==> src/hw/rtl/ssdf_pkg.sv <==
`timescale 1ns / 1ps
`default_nettype none

package ssdf_pkg;

    // Field widths.
    localparam int BYTE_W    = 8;
    localparam int RAW_W     = 16;
    localparam int GAIN_W    = 24;
    localparam int OFFSET_W  = 24;
    localparam int STEP_W    = 26;
    localparam int SCALED_W  = 25;
    localparam int MS_W      = 10;
    localparam int SEC_W     = 32;
    localparam int CFG_IDX_W = 2;
    localparam int CFG_DAT_W = 26;

    // Product of raw sample and gain, and the millisecond accumulator in Q16.
    localparam int PROD_W = RAW_W + GAIN_W;
    localparam int FRAC_W = 16;
    localparam int ACC_W  = 26;

    // Packet framing.
    localparam logic [BYTE_W-1:0] HDR0     = 8'h40;
    localparam logic [BYTE_W-1:0] HDR1     = 8'h23;
    localparam logic [BYTE_W-1:0] HDR2     = 8'h24;
    localparam logic [BYTE_W-1:0] CHK_SEED = 8'h50;

    // One second in Q16 milliseconds.
    localparam logic [ACC_W:0] MS_LIMIT_Q16 = 27'd65536000;

    // Register indexes.
    localparam logic [CFG_IDX_W-1:0] REG_GAIN   = 2'd0;
    localparam logic [CFG_IDX_W-1:0] REG_OFFSET = 2'd1;
    localparam logic [CFG_IDX_W-1:0] REG_STEP   = 2'd2;

    // Register reset values.
    localparam logic [GAIN_W-1:0]   GAIN_RESET   = 24'h010000;
    localparam logic [OFFSET_W-1:0] OFFSET_RESET = 24'h000000;
    localparam logic [STEP_W-1:0]   STEP_RESET   = 26'h0010000;

    // Default queue depths.
    localparam int MID_DEPTH_DEFAULT = 2;
    localparam int OUT_DEPTH_DEFAULT = 2;

    typedef struct packed {
        logic [GAIN_W-1:0]   gain_q16;
        logic [OFFSET_W-1:0] offset;
        logic [STEP_W-1:0]   ms_step_q16;
    } cfg_t;

    typedef struct packed {
        logic [RAW_W-1:0]           raw_sample;
        logic signed [SCALED_W-1:0] scaled_sample;
        logic [MS_W-1:0]            time_ms;
        logic [SEC_W-1:0]           time_seconds;
    } result_t;

endpackage

`default_nettype wire

==> src/hw/rtl/serial_sample_packet_deframer_core.sv <==
`timescale 1ns / 1ps
`default_nettype none

// Serial sample packet deframer. Bytes from a serial link enter on the push
// side at up to one byte per clock. Six-byte packets ('@' '#' '$', data high,
// data low, checksum = 0x50 ^ high ^ low) are found by a sliding header
// search; packets with a bad checksum vanish without a trace. Each good
// packet yields one result: the raw 16-bit sample, the scaled sample
// ((raw * gain_q16) >> 16) - offset as a 25-bit two's complement value, and
// a timestamp in milliseconds and whole seconds. After its checksum byte is
// transferred, a result passes through the sample queue and the registered
// multiply stage into the result queue, where it waits until popped. The
// push side sustains one byte per clock as long as results are popped; full
// rises only when the sample queue between framing and arithmetic backs up.
// Write the registers (0 gain, 1 offset, 2 ms step) only while no packet is
// in flight; writes are taken in every cycle.
module serial_sample_packet_deframer_core #(
    parameter int MID_DEPTH = ssdf_pkg::MID_DEPTH_DEFAULT,
    parameter int OUT_DEPTH = ssdf_pkg::OUT_DEPTH_DEFAULT
) (
    input  wire logic                               clk,
    input  wire logic                               rst_n,
    input  wire logic                               push,
    output logic                                    full,
    input  wire logic [ssdf_pkg::BYTE_W-1:0]        rx_byte,
    output logic                                    empty,
    input  wire logic                               pop,
    output logic [ssdf_pkg::RAW_W-1:0]              raw_sample,
    output logic signed [ssdf_pkg::SCALED_W-1:0]    scaled_sample,
    output logic [ssdf_pkg::MS_W-1:0]               time_ms,
    output logic [ssdf_pkg::SEC_W-1:0]              time_seconds,
    input  wire logic                               cfg_valid,
    output logic                                    cfg_ready,
    input  wire logic [ssdf_pkg::CFG_IDX_W-1:0]     cfg_index,
    input  wire logic [ssdf_pkg::CFG_DAT_W-1:0]     cfg_data
);

    import ssdf_pkg::*;

    cfg_t             cfg_reg;
    logic             byte_transfer;
    logic             sample_push;
    logic [RAW_W-1:0] sample_wr;
    logic [RAW_W-1:0] sample_rd;
    logic             sample_full;
    logic             sample_empty;
    logic             sample_pop;
    logic             result_full;
    logic             result_push;
    result_t          result_wr;
    result_t          result_rd;

    assign cfg_ready     = 1'b1;
    assign full          = sample_full;
    assign byte_transfer = push && !sample_full;

    // Configuration registers.
    always_ff @(posedge clk or negedge rst_n)
    begin
        if (!rst_n)
        begin
            cfg_reg.gain_q16    <= GAIN_RESET;
            cfg_reg.offset      <= OFFSET_RESET;
            cfg_reg.ms_step_q16 <= STEP_RESET;
        end
        else if (cfg_valid && cfg_ready)
        begin
            unique case (cfg_index)
                REG_GAIN:   cfg_reg.gain_q16    <= cfg_data[GAIN_W-1:0];
                REG_OFFSET: cfg_reg.offset      <= cfg_data[OFFSET_W-1:0];
                REG_STEP:   cfg_reg.ms_step_q16 <= cfg_data[STEP_W-1:0];
                default:    ;
            endcase
        end
    end

    // Framing front end.
    ssdf_front u_front (
        .clk         (clk),
        .rst_n       (rst_n),
        .byte_valid  (byte_transfer),
        .byte_data   (rx_byte),
        .sample_push (sample_push),
        .sample_data (sample_wr)
    );

    // Queue of good samples between framing and arithmetic.
    ssdf_fifo #(
        .WIDTH (RAW_W),
        .DEPTH (MID_DEPTH)
    ) u_sample_q (
        .clk     (clk),
        .rst_n   (rst_n),
        .push    (sample_push),
        .wr_data (sample_wr),
        .full    (sample_full),
        .pop     (sample_pop),
        .rd_data (sample_rd),
        .empty   (sample_empty)
    );

    // Scaling and timestamp back end.
    ssdf_back u_back (
        .clk          (clk),
        .rst_n        (rst_n),
        .cfg          (cfg_reg),
        .sample_empty (sample_empty),
        .sample_data  (sample_rd),
        .sample_pop   (sample_pop),
        .result_full  (result_full),
        .result_push  (result_push),
        .result_data  (result_wr)
    );

    // Result queue facing the consumer.
    ssdf_fifo #(
        .WIDTH ($bits(result_t)),
        .DEPTH (OUT_DEPTH)
    ) u_result_q (
        .clk     (clk),
        .rst_n   (rst_n),
        .push    (result_push),
        .wr_data (result_wr),
        .full    (result_full),
        .pop     (pop),
        .rd_data (result_rd),
        .empty   (empty)
    );

    assign raw_sample    = result_rd.raw_sample;
    assign scaled_sample = result_rd.scaled_sample;
    assign time_ms       = result_rd.time_ms;
    assign time_seconds  = result_rd.time_seconds;

endmodule

`default_nettype wire

==> src/hw/rtl/ssdf_fifo.sv <==
`timescale 1ns / 1ps
`default_nettype none

module ssdf_fifo #(
    parameter int WIDTH = 8,
    parameter int DEPTH = 2
) (
    input  wire logic             clk,
    input  wire logic             rst_n,
    input  wire logic             push,
    input  wire logic [WIDTH-1:0] wr_data,
    output logic                  full,
    input  wire logic             pop,
    output logic [WIDTH-1:0]      rd_data,
    output logic                  empty
);

    localparam int AW = (DEPTH > 1) ? $clog2(DEPTH) : 1;
    localparam int CW = $clog2(DEPTH + 1);
    localparam logic [AW-1:0] LAST  = AW'(DEPTH - 1);
    localparam logic [CW-1:0] LIMIT = CW'(DEPTH);

    logic [WIDTH-1:0] slot_reg [DEPTH];
    logic [AW-1:0]    wr_ptr_reg, wr_ptr_next;
    logic [AW-1:0]    rd_ptr_reg, rd_ptr_next;
    logic [CW-1:0]    count_reg, count_next;
    logic             do_push, do_pop;

    assign full    = (count_reg == LIMIT);
    assign empty   = (count_reg == '0);
    assign do_push = push && !full;
    assign do_pop  = pop && !empty;
    assign rd_data = slot_reg[rd_ptr_reg];

    // Pointer and fill count update.
    always_comb
    begin
        wr_ptr_next = wr_ptr_reg;
        rd_ptr_next = rd_ptr_reg;
        count_next  = count_reg;
        if (do_push)
        begin
            wr_ptr_next = (wr_ptr_reg == LAST) ? '0 : wr_ptr_reg + 1'b1;
        end
        if (do_pop)
        begin
            rd_ptr_next = (rd_ptr_reg == LAST) ? '0 : rd_ptr_reg + 1'b1;
        end
        case ({do_push, do_pop})
            2'b10:   count_next = count_reg + 1'b1;
            2'b01:   count_next = count_reg - 1'b1;
            default: count_next = count_reg;
        endcase
    end

    always_ff @(posedge clk or negedge rst_n)
    begin
        if (!rst_n)
        begin
            wr_ptr_reg <= '0;
            rd_ptr_reg <= '0;
            count_reg  <= '0;
        end
        else
        begin
            wr_ptr_reg <= wr_ptr_next;
            rd_ptr_reg <= rd_ptr_next;
            count_reg  <= count_next;
        end
    end

    // Storage slots carry payload only.
    always_ff @(posedge clk)
    begin
        if (do_push)
        begin
            slot_reg[wr_ptr_reg] <= wr_data;
        end
    end

endmodule

`default_nettype wire

==> src/hw/rtl/ssdf_front.sv <==
`timescale 1ns / 1ps
`default_nettype none

module ssdf_front (
    input  wire logic                          clk,
    input  wire logic                          rst_n,
    input  wire logic                          byte_valid,
    input  wire logic [ssdf_pkg::BYTE_W-1:0]   byte_data,
    output logic                               sample_push,
    output logic [ssdf_pkg::RAW_W-1:0]         sample_data
);

    import ssdf_pkg::*;

    localparam logic [1:0] PH_HUNT = 2'd0;
    localparam logic [1:0] PH_HIGH = 2'd1;
    localparam logic [1:0] PH_LOW  = 2'd2;
    localparam logic [1:0] PH_CHK  = 2'd3;

    localparam logic [3*BYTE_W-1:0] HEADER = {HDR0, HDR1, HDR2};

    logic [1:0]          phase_reg, phase_next;
    logic [3*BYTE_W-1:0] window_reg, window_next;
    logic [1:0]          fill_reg, fill_next;
    logic [BYTE_W-1:0]   high_reg, high_next;
    logic [BYTE_W-1:0]   low_reg, low_next;
    logic [3*BYTE_W-1:0] window_shift;
    logic [1:0]          fill_inc;
    logic                checksum_ok;

    assign window_shift = {window_reg[2*BYTE_W-1:0], byte_data};
    assign fill_inc     = (fill_reg == 2'd3) ? 2'd3 : fill_reg + 2'd1;
    assign checksum_ok  = ((CHK_SEED ^ high_reg ^ low_reg) == byte_data);
    assign sample_data  = {high_reg, low_reg};

    // Framing state machine: hunt for the header, then collect two data
    // bytes and check the checksum byte.
    always_comb
    begin
        phase_next  = phase_reg;
        window_next = window_reg;
        fill_next   = fill_reg;
        high_next   = high_reg;
        low_next    = low_reg;
        sample_push = 1'b0;
        if (byte_valid)
        begin
            unique case (phase_reg)
                PH_HUNT:
                begin
                    if (fill_inc == 2'd3 && window_shift == HEADER)
                    begin
                        phase_next  = PH_HIGH;
                        window_next = '0;
                        fill_next   = '0;
                    end
                    else
                    begin
                        window_next = window_shift;
                        fill_next   = fill_inc;
                    end
                end
                PH_HIGH:
                begin
                    high_next  = byte_data;
                    phase_next = PH_LOW;
                end
                PH_LOW:
                begin
                    low_next   = byte_data;
                    phase_next = PH_CHK;
                end
                PH_CHK:
                begin
                    phase_next  = PH_HUNT;
                    window_next = '0;
                    fill_next   = '0;
                    sample_push = checksum_ok;
                end
                default:
                begin
                    phase_next = PH_HUNT;
                end
            endcase
        end
    end

    always_ff @(posedge clk or negedge rst_n)
    begin
        if (!rst_n)
        begin
            phase_reg  <= PH_HUNT;
            window_reg <= '0;
            fill_reg   <= '0;
            high_reg   <= '0;
            low_reg    <= '0;
        end
        else
        begin
            phase_reg  <= phase_next;
            window_reg <= window_next;
            fill_reg   <= fill_next;
            high_reg   <= high_next;
            low_reg    <= low_next;
        end
    end

endmodule

`default_nettype wire

==> src/hw/rtl/ssdf_back.sv <==
`timescale 1ns / 1ps
`default_nettype none

module ssdf_back (
    input  wire logic                        clk,
    input  wire logic                        rst_n,
    input  wire ssdf_pkg::cfg_t              cfg,
    input  wire logic                        sample_empty,
    input  wire logic [ssdf_pkg::RAW_W-1:0]  sample_data,
    output logic                             sample_pop,
    input  wire logic                        result_full,
    output logic                             result_push,
    output ssdf_pkg::result_t                result_data
);

    import ssdf_pkg::*;

    logic               s1_valid_reg, s1_valid_next;
    logic [PROD_W-1:0]  s1_prod_reg;
    logic [RAW_W-1:0]   s1_raw_reg;
    logic [MS_W-1:0]    s1_ms_reg;
    logic [SEC_W-1:0]   s1_sec_reg;
    logic [ACC_W-1:0]   acc_reg, acc_next;
    logic [SEC_W-1:0]   sec_reg, sec_next;
    logic [PROD_W-1:0]  prod_c;
    logic [ACC_W:0]     ms_sum;
    logic               ms_wrap;
    logic               s1_load;

    // Stage handshake: the stage register refills when empty or when its
    // content is moved into the result queue.
    assign result_push   = s1_valid_reg && !result_full;
    assign s1_load       = !s1_valid_reg || result_push;
    assign sample_pop    = s1_load && !sample_empty;
    assign s1_valid_next = sample_pop ? 1'b1 : (result_push ? 1'b0 : s1_valid_reg);

    // Scaling multiply, registered before the offset subtraction.
    assign prod_c = PROD_W'(sample_data) * PROD_W'(cfg.gain_q16);

    // Timestamp advance, committed as each sample leaves the queue.
    assign ms_sum  = {1'b0, acc_reg} + (ACC_W + 1)'(cfg.ms_step_q16);
    assign ms_wrap = (ms_sum >= MS_LIMIT_Q16);
    assign acc_next = ms_wrap ? '0 : ms_sum[ACC_W-1:0];
    assign sec_next = ms_wrap ? sec_reg + 1'b1 : sec_reg;

    always_ff @(posedge clk or negedge rst_n)
    begin
        if (!rst_n)
        begin
            s1_valid_reg <= 1'b0;
            acc_reg      <= '0;
            sec_reg      <= '0;
        end
        else
        begin
            s1_valid_reg <= s1_valid_next;
            if (sample_pop)
            begin
                acc_reg <= acc_next;
                sec_reg <= sec_next;
            end
        end
    end

    // Stage payload.
    always_ff @(posedge clk)
    begin
        if (sample_pop)
        begin
            s1_prod_reg <= prod_c;
            s1_raw_reg  <= sample_data;
            s1_ms_reg   <= acc_next[ACC_W-1:FRAC_W];
            s1_sec_reg  <= sec_next;
        end
    end

    // Truncate the product to whole units and subtract the offset.
    always_comb
    begin
        result_data.raw_sample    = s1_raw_reg;
        result_data.scaled_sample = SCALED_W'(s1_prod_reg[PROD_W-1:FRAC_W])
                                    - SCALED_W'(cfg.offset);
        result_data.time_ms       = s1_ms_reg;
        result_data.time_seconds  = s1_sec_reg;
    end

endmodule

`default_nettype wire

==> config.mk <==
export PLATFORM = sky130hd
export DESIGN_NAME = serial_sample_packet_deframer_core
export DESIGN_NICKNAME = d
export VERILOG_FILES = /design/src/hw/rtl/ssdf_pkg.sv /design/src/hw/rtl/serial_sample_packet_deframer_core.sv /design/src/hw/rtl/ssdf_fifo.sv /design/src/hw/rtl/ssdf_front.sv /design/src/hw/rtl/ssdf_back.sv
export SDC_FILE = /design/constraint.sdc
export NUM_CORES = 1
export LEC_CHECK = 0
export BUFFER_PORTS_ARGS = -buffer_cell sky130_fd_sc_hd__buf_2
export CORE_MARGIN = 1
export CORE_UTILIZATION = 50
export CTS_BUF_LIST = sky130_fd_sc_hd__clkbuf_4 sky130_fd_sc_hd__clkbuf_8
export DETAILED_ROUTE_END_ITERATION = 7
export PLACE_DENSITY_LB_ADDON = 0.05
export SKIP_LAST_GASP = 1
export SLEW_MARGIN = 25
export SYNTH_ARGS = -nofsm -noshare
export SYNTH_HDL_FRONTEND = slang
export SYNTH_SLANG_ARGS = --single-unit
==> constraint.sdc <==
create_clock -name clk -period 21.5 [get_ports clk]
set_clock_uncertainty 0.15 [all_clocks]
set_input_delay 4.3 -clock clk [delete_from_list [all_inputs] [get_ports clk]]
set_output_delay 4.3 -clock clk [all_outputs]
set_load 0.005 [all_outputs]
==> Yosys cells after proc, flatten, opt, wreduce, memory -nomap -nowiden <==
Memory sizes are Yosys's and may differ from the RTL's.
Index checks and enable logic that the tools add are counted.
{ "op_classes": {"div": 0, "n_mul": 1, "mux": 23, "n_bitwise": 2, "add_sub_neg": 12, "eq_ne": 16, "shifts": 0, "order_cmp": 1, "reduce_logical": 29} }
{ "op_table": {"columns": ["operator", "count"], "rows": [
  ["multiplier 16 x 24 -> 40 bit", 1],
  ["adder 32 x 1 -> 32 bit, second input constant", 1],
  ["2-to-1 mux 32 bit", 1],
  ["one-hot mux 16 bit (2 select lines)", 1],
  ["adder 26 x 26 -> 27 bit", 1],
  ["greater-or-equal comparator 27 x 26 -> 1 bit, second input constant", 1],
  ["2-to-1 mux 26 bit", 1],
  ["subtractor 24 x 24 -> 25 bit", 1],
  ["== test 24 x 23 -> 1 bit, second input constant", 1],
  ["== test 2 bit, second input constant", 9],
  ["2-to-1 mux 16 bit", 1],
  ["AND reduction 2 bit", 7],
  ["2-to-1 mux 1 bit", 12],
  ["one-hot mux 2 bit (2 select lines)", 3],
  ["== test 2 x 1 -> 1 bit, second input constant", 4],
  ["== test 8 bit", 1],
  ["logical AND 1 bit", 8],
  ["zero test 2 bit", 4],
  ["one-hot mux 2 bit (4 select lines)", 1],
  ["nonzero test 2 bit", 4],
  ["bitwise XOR 8 bit", 1],
  ["adder 2 x 1 -> 2 bit, second input constant", 3],
  ["2-to-1 mux 2 bit", 3],
  ["zero test 1 bit", 5],
  ["other kinds (5)", 9]
]} }
{ "word_totals": {"elab_cells": 107, "output_inout_bits": 86, "ramBits": 198, "latch_bits": 0, "rom_bits": 0, "n_memories": 2, "register_bits": 275} }
{ "memory_table": {"columns": ["memory", "depth", "word_bits", "read_ports", "rd_ports_with_merged_regs", "write_ports", "line", "rtl"], "rows": [
  ["u_result_q.slot_reg", 2, 83, 1, 0, 1, "ssdf_fifo.sv:23", "logic [WIDTH-1:0] slot_reg [DEPTH];"],
  ["u_sample_q.slot_reg", 2, 16, 1, 0, 1, "ssdf_fifo.sv:23", null]
]} }

==> Logic depth before layout (Yosys ltp) <==
{ "logic_depth": {"ltp_word": 8, "ltp_mapped": 28} }

==> By module <==
From an unflattened synthesis, not the netlist that was laid out.
{ "hier_totals": {"cells_unflattened": 2748, "hier_area_um2": 32047.0} }
{ "modules_own_cells": {"columns": ["module", "cells_each", "seq_area_each_um2", "area_per_inst_um2", "n_inst"], "rows": [
  ["ssdf_back", 2083, 3938.8, 19621.3, 1],
  ["ssdf_fifo (u_result_q)", 276, 5084.9, 6427.4, 1],
  ["serial_sample_packet_deframer_core", 160, 1854.3, 2802.7, 1],
  ["ssdf_front", 161, 900.9, 1793.0, 1],
  ["ssdf_fifo (u_sample_q)", 68, 1061.0, 1402.6, 1]
]} }

==> Least setup slack after synthesis <==
OpenSTA, ideal clock, no wires.
{ "synth_timing": {"path_type": "register to register", "from": "register u_sample_q.rd_ptr_reg", "to": "register u_back.s1_prod_reg[39], data pin", "required_ns": 21.090, "path_stages_with_launch": 27, "path_slack_ns": 13.810, "period_less_slack_ns": 7.690, "arrival_ns": 7.281, "cell_sequence": "dfrtp_1 -> buf_2 -> buf_1 -> mux2_2 -> clkbuf_1 -> and2_1 -> fa_1 -> inv_1 -> fa_1 -> inv_1 -> fa_1 -> fa_1 -> fa_1 -> inv_1 -> fa_1 -> inv_1 -> ha_1 -> and3_1 -> a2111oi_0 -> a311o_1 -> nand2_1 -> o211ai_1 -> o21ai_1 -> a21o_1 -> a211o_1 -> a21oi_1 -> xnor2_1"} }
{ "synth_via": {"elab_chain_len": 2} }
{ "synth_rtl": {"columns": ["element", "line", "rtl"], "rows": [
  ["start, declared", "ssdf_fifo.sv:25", "logic [AW-1:0] rd_ptr_reg, rd_ptr_next;"],
  ["start signal, assigned", "ssdf_fifo.sv:67", "rd_ptr_reg <= rd_ptr_next;"],
  ["memory read (2 x 16 bit)", null, null],
  ["multiplier 16 x 24 -> 40 bit", "ssdf_back.sv:38", "assign prod_c = PROD_W'(sample_data) * PROD_W'(cfg.gain_q16);"],
  ["net u_back.prod_c[39]", "ssdf_back.sv:25", "logic [PROD_W-1:0] prod_c;"],
  ["end signal, assigned", "ssdf_back.sv:70", "s1_prod_reg <= prod_c;"],
  ["end, declared", "ssdf_back.sv:19", "logic [PROD_W-1:0] s1_prod_reg;"]
]} }
The timed path passes the listed nets, and every way through them passes these cells.
A chain may end at the register's enable or synchronous reset.

==> Final worst setup path <==
Ends and elaborated chain as after synthesis.

==> flow_summary_export.csv <==
group,metric,value,unit
routing,routedWlPerCell,19.94,um
critical_path,critPathMaxStageDelay,780,ps
clock_tree,cts_tree,"built",
placement,place_congestion,0.8842,
clock_tree,cts_buffers,80,
timing,post-route-period-util,39.22,%
routing,dr.pass1.iters,5,
finish,nNetsFinal,3320,
routing,ant_nets,0,
timing,setup_tns,0,ps
finish,largest_reg_flops,166,
die,die_width,252.7,um
worst_hold_path,hold_path_class,"reg -> reg",
finish,final_area,0.03460,mm2
timing,finalHoldViolCount,0,
synth,synth_ff_type,"edfxtp_1",
synth,synth.distinct_cells,65,
global_routing,antenna_found_initial,4,
critical_path,cp_max_fo,25,
timing,setup_viol,0,
clock_tree,path_clk_slew,60,ps
synth,syn-cell-area,0.03144,mm2
die,fp.dieH,252.7,um
finish,drive_above_1_share,17.21,%
timing,tightestPinTransition,977.0,ps
job,cap_violations,0,
synth,syn_area_per_cell,11.71,um2
die,rows,91,
critical_path,crit_slowest_cell,"dfrtp_1",
synth,seq_area_frac_synth,40.84,%
critical_path,path_delay_family,"adder cells",
synth,syn_inst,2684,
placement,dp_hpwl,53370,um
global_routing,grt_most_used_layer,"met2",
timing,rsz0062_at_grt,"no",
clock_tree,cts_max_path_buffers,3,
finish,final_common_cell,"inv_1",
synth,synth_edf_count,280,
timing,finalWorstSetupSlack,13070,ps
critical_path,cp.buffers_inverters,4,
clock_tree,clk-insertion-delay-late,680,ps
global_routing,gr-total-overflow,0,
finish,instances_no_fill,3710,
routing,vias,19782,
routing,drc,0,
global_routing,grt_max_degree,85,
die,initial_core_util,50.75,%
global_routing,use_met2,36.30,%
placement,portBuffers,125,
finish,fill_cells,5403,
clock_tree,ctsHoldBuffers,0,
timing,fmax,118.6,MHz
placement,place_area,0.03285,mm2
critical_path,worstPathCellList,"mux2_2, and2_1, fa_1, inv_1, fa_1, fa_1, inv_1, fa_1, fa_1, inv_1, fa_1, inv_1, ha_1, and3_1, a2111oi_0, a311o_1, nand2_1, o211ai_1, o21ai_1, a21o_1, a211o_1, a21oi_1, xnor2_1",
finish,area_growth,10.06,%
die,fp.dieArea,0.06388,mm2
routing,drtIter0Drc,1099,
critical_path,end_kind,"flip-flop",
clock_tree,ctsHtreeMaxLevel,3,
routing,viasPerCell,5.332,
synth,synth_nets,3199,
critical_path,cp.required,21750,ps
placement,place_ws,13070,ps
clock_tree,cts-resized-gates,0,
clock_tree,cts_root_buf,"clkbuf_8",
global_routing,first_global_vias,20844,
synth,ys_seq_elements,457,
timing,slew_headroom,34.87,%
synth,ys_warn_count,0,
outcome,outcome,"completed",
clock_tree,post_cts_buffers,0,
synth,async_reset_ff_share,38.73,%
timing,drv_slew,0,
timing,fin_crit,8433,ps
die,ioPinCount,127,
clock_tree,clkSinkCount,457,
critical_path,cp_common_cell,"fa_1",
global_routing,grt_use_total,23.96,%
critical_path,critPathKind,"reg -> reg",
placement,dp_cells,3560,
critical_path,start_kind,"flip-flop",
routing,drt_wl_total,73960,um
die,core_area,0.06194,mm2
global_routing,met3_usage,5.973,%
global_routing,grt_pass1_wl,116800,um
finish,final_cell_mix,"inv_1 (380), nand2_1 (319), fa_1 (307), edfxtp_1 (280), mux2_2 (191)",
critical_path,critPathArrivalTime,8680,ps
global_routing,grt_util_met1,34.16,%
path summary, 6_finish.rpt:
check                      slack [ps]                                   end                               from  cells after the start
setup / recovery                13070      u_back.s1_prod_reg[39]$_DFFE_PP_  u_sample_q.rd_ptr_reg$_DFFE_PN0P_                     23
hold / removal                    290  u_result_q.slot_reg[1][15]$_DFFE_PP_    u_back.s1_sec_reg[15]$_DFFE_PP_                      0
setup reg to reg                13070      u_back.s1_prod_reg[39]$_DFFE_PP_  u_sample_q.rd_ptr_reg$_DFFE_PN0P_                     23
hold reg to reg                   290  u_result_q.slot_reg[1][15]$_DFFE_PP_    u_back.s1_sec_reg[15]$_DFFE_PP_                      0
max in group asynchronous       15720               cfg_reg[30]$_DFFE_PN0P_                              rst_n                      3
min in group asynchronous        3510               cfg_reg[51]$_DFFE_PN0P_                              rst_n                      1
cell usage after synthesis, types with 46 or more instances:
cell	number	area, um2
dfrtp_1	175	4379
mux2_2	191	2151
inv_1	381	1430
a21oi_1	52	260.3
nor2_1	55	206.5
xor2_1	46	402.9
clkbuf_1	85	319.1
ha_1	167	2090
fa_1	307	6146
and2_1	168	1051
nand2_1	319	1197
edfxtp_1	280	8408
xnor2_1	110	963.4
nand3_1	49	245.2
stage by stage:
stage                     hold WS, ps  utilization, %
after floorplan                 271.5               -
after global placement          275.3           53.04
after detailed placement        280.0           53.04
after CTS                       294.2           55.85
after global routing            299.1           55.85
final                           290.0           55.86
routing by layer:
| layer | vias to the layer above | wire, um | share of wire, % |
|---|---|---|---|
| met5 | - | 0 | 0 |
| met4 | 0 | 1407 | 1.9 |
| met3 | 83 | 5379 | 7.3 |
| met2 | 527 | 33070 | 45 |
| met1 | 10099 | 34110 | 46 |
| li1 | 9073 | - | - |
cells by family after synthesis:
logic type,Yosys count,synth area share (%)
adders and majority gates,474,26.20
and+or+nand+nor,705,11.05
muxes,192,6.878
xor gates and xnor gates,156,4.346
AOI/OAI and AO/OA,219,4.824
other,1,0.01193
buffers and inverters,480,5.851
DFF,457,40.84
final cells by class:
type / count / area [um2] / share of cell area [%]
clock buffers: 118 / 1436 / 4.152
diodes: 3 / 7.507 / 0.02170
repair buffers: 138 / 732.0 / 2.116
multi-input cells: 1747 / 16790 / 48.54
well taps: 837 / 1047 / 3.027
clock inverters: 29 / 304.0 / 0.8788
flip-flops and latches: 457 / 12840 / 37.12
inverters: 381 / 1433 / 4.141
Power is left out: the tool's default activity adds up to more than one toggle a clock period on the data nets, which glitch-free logic cannot reach.
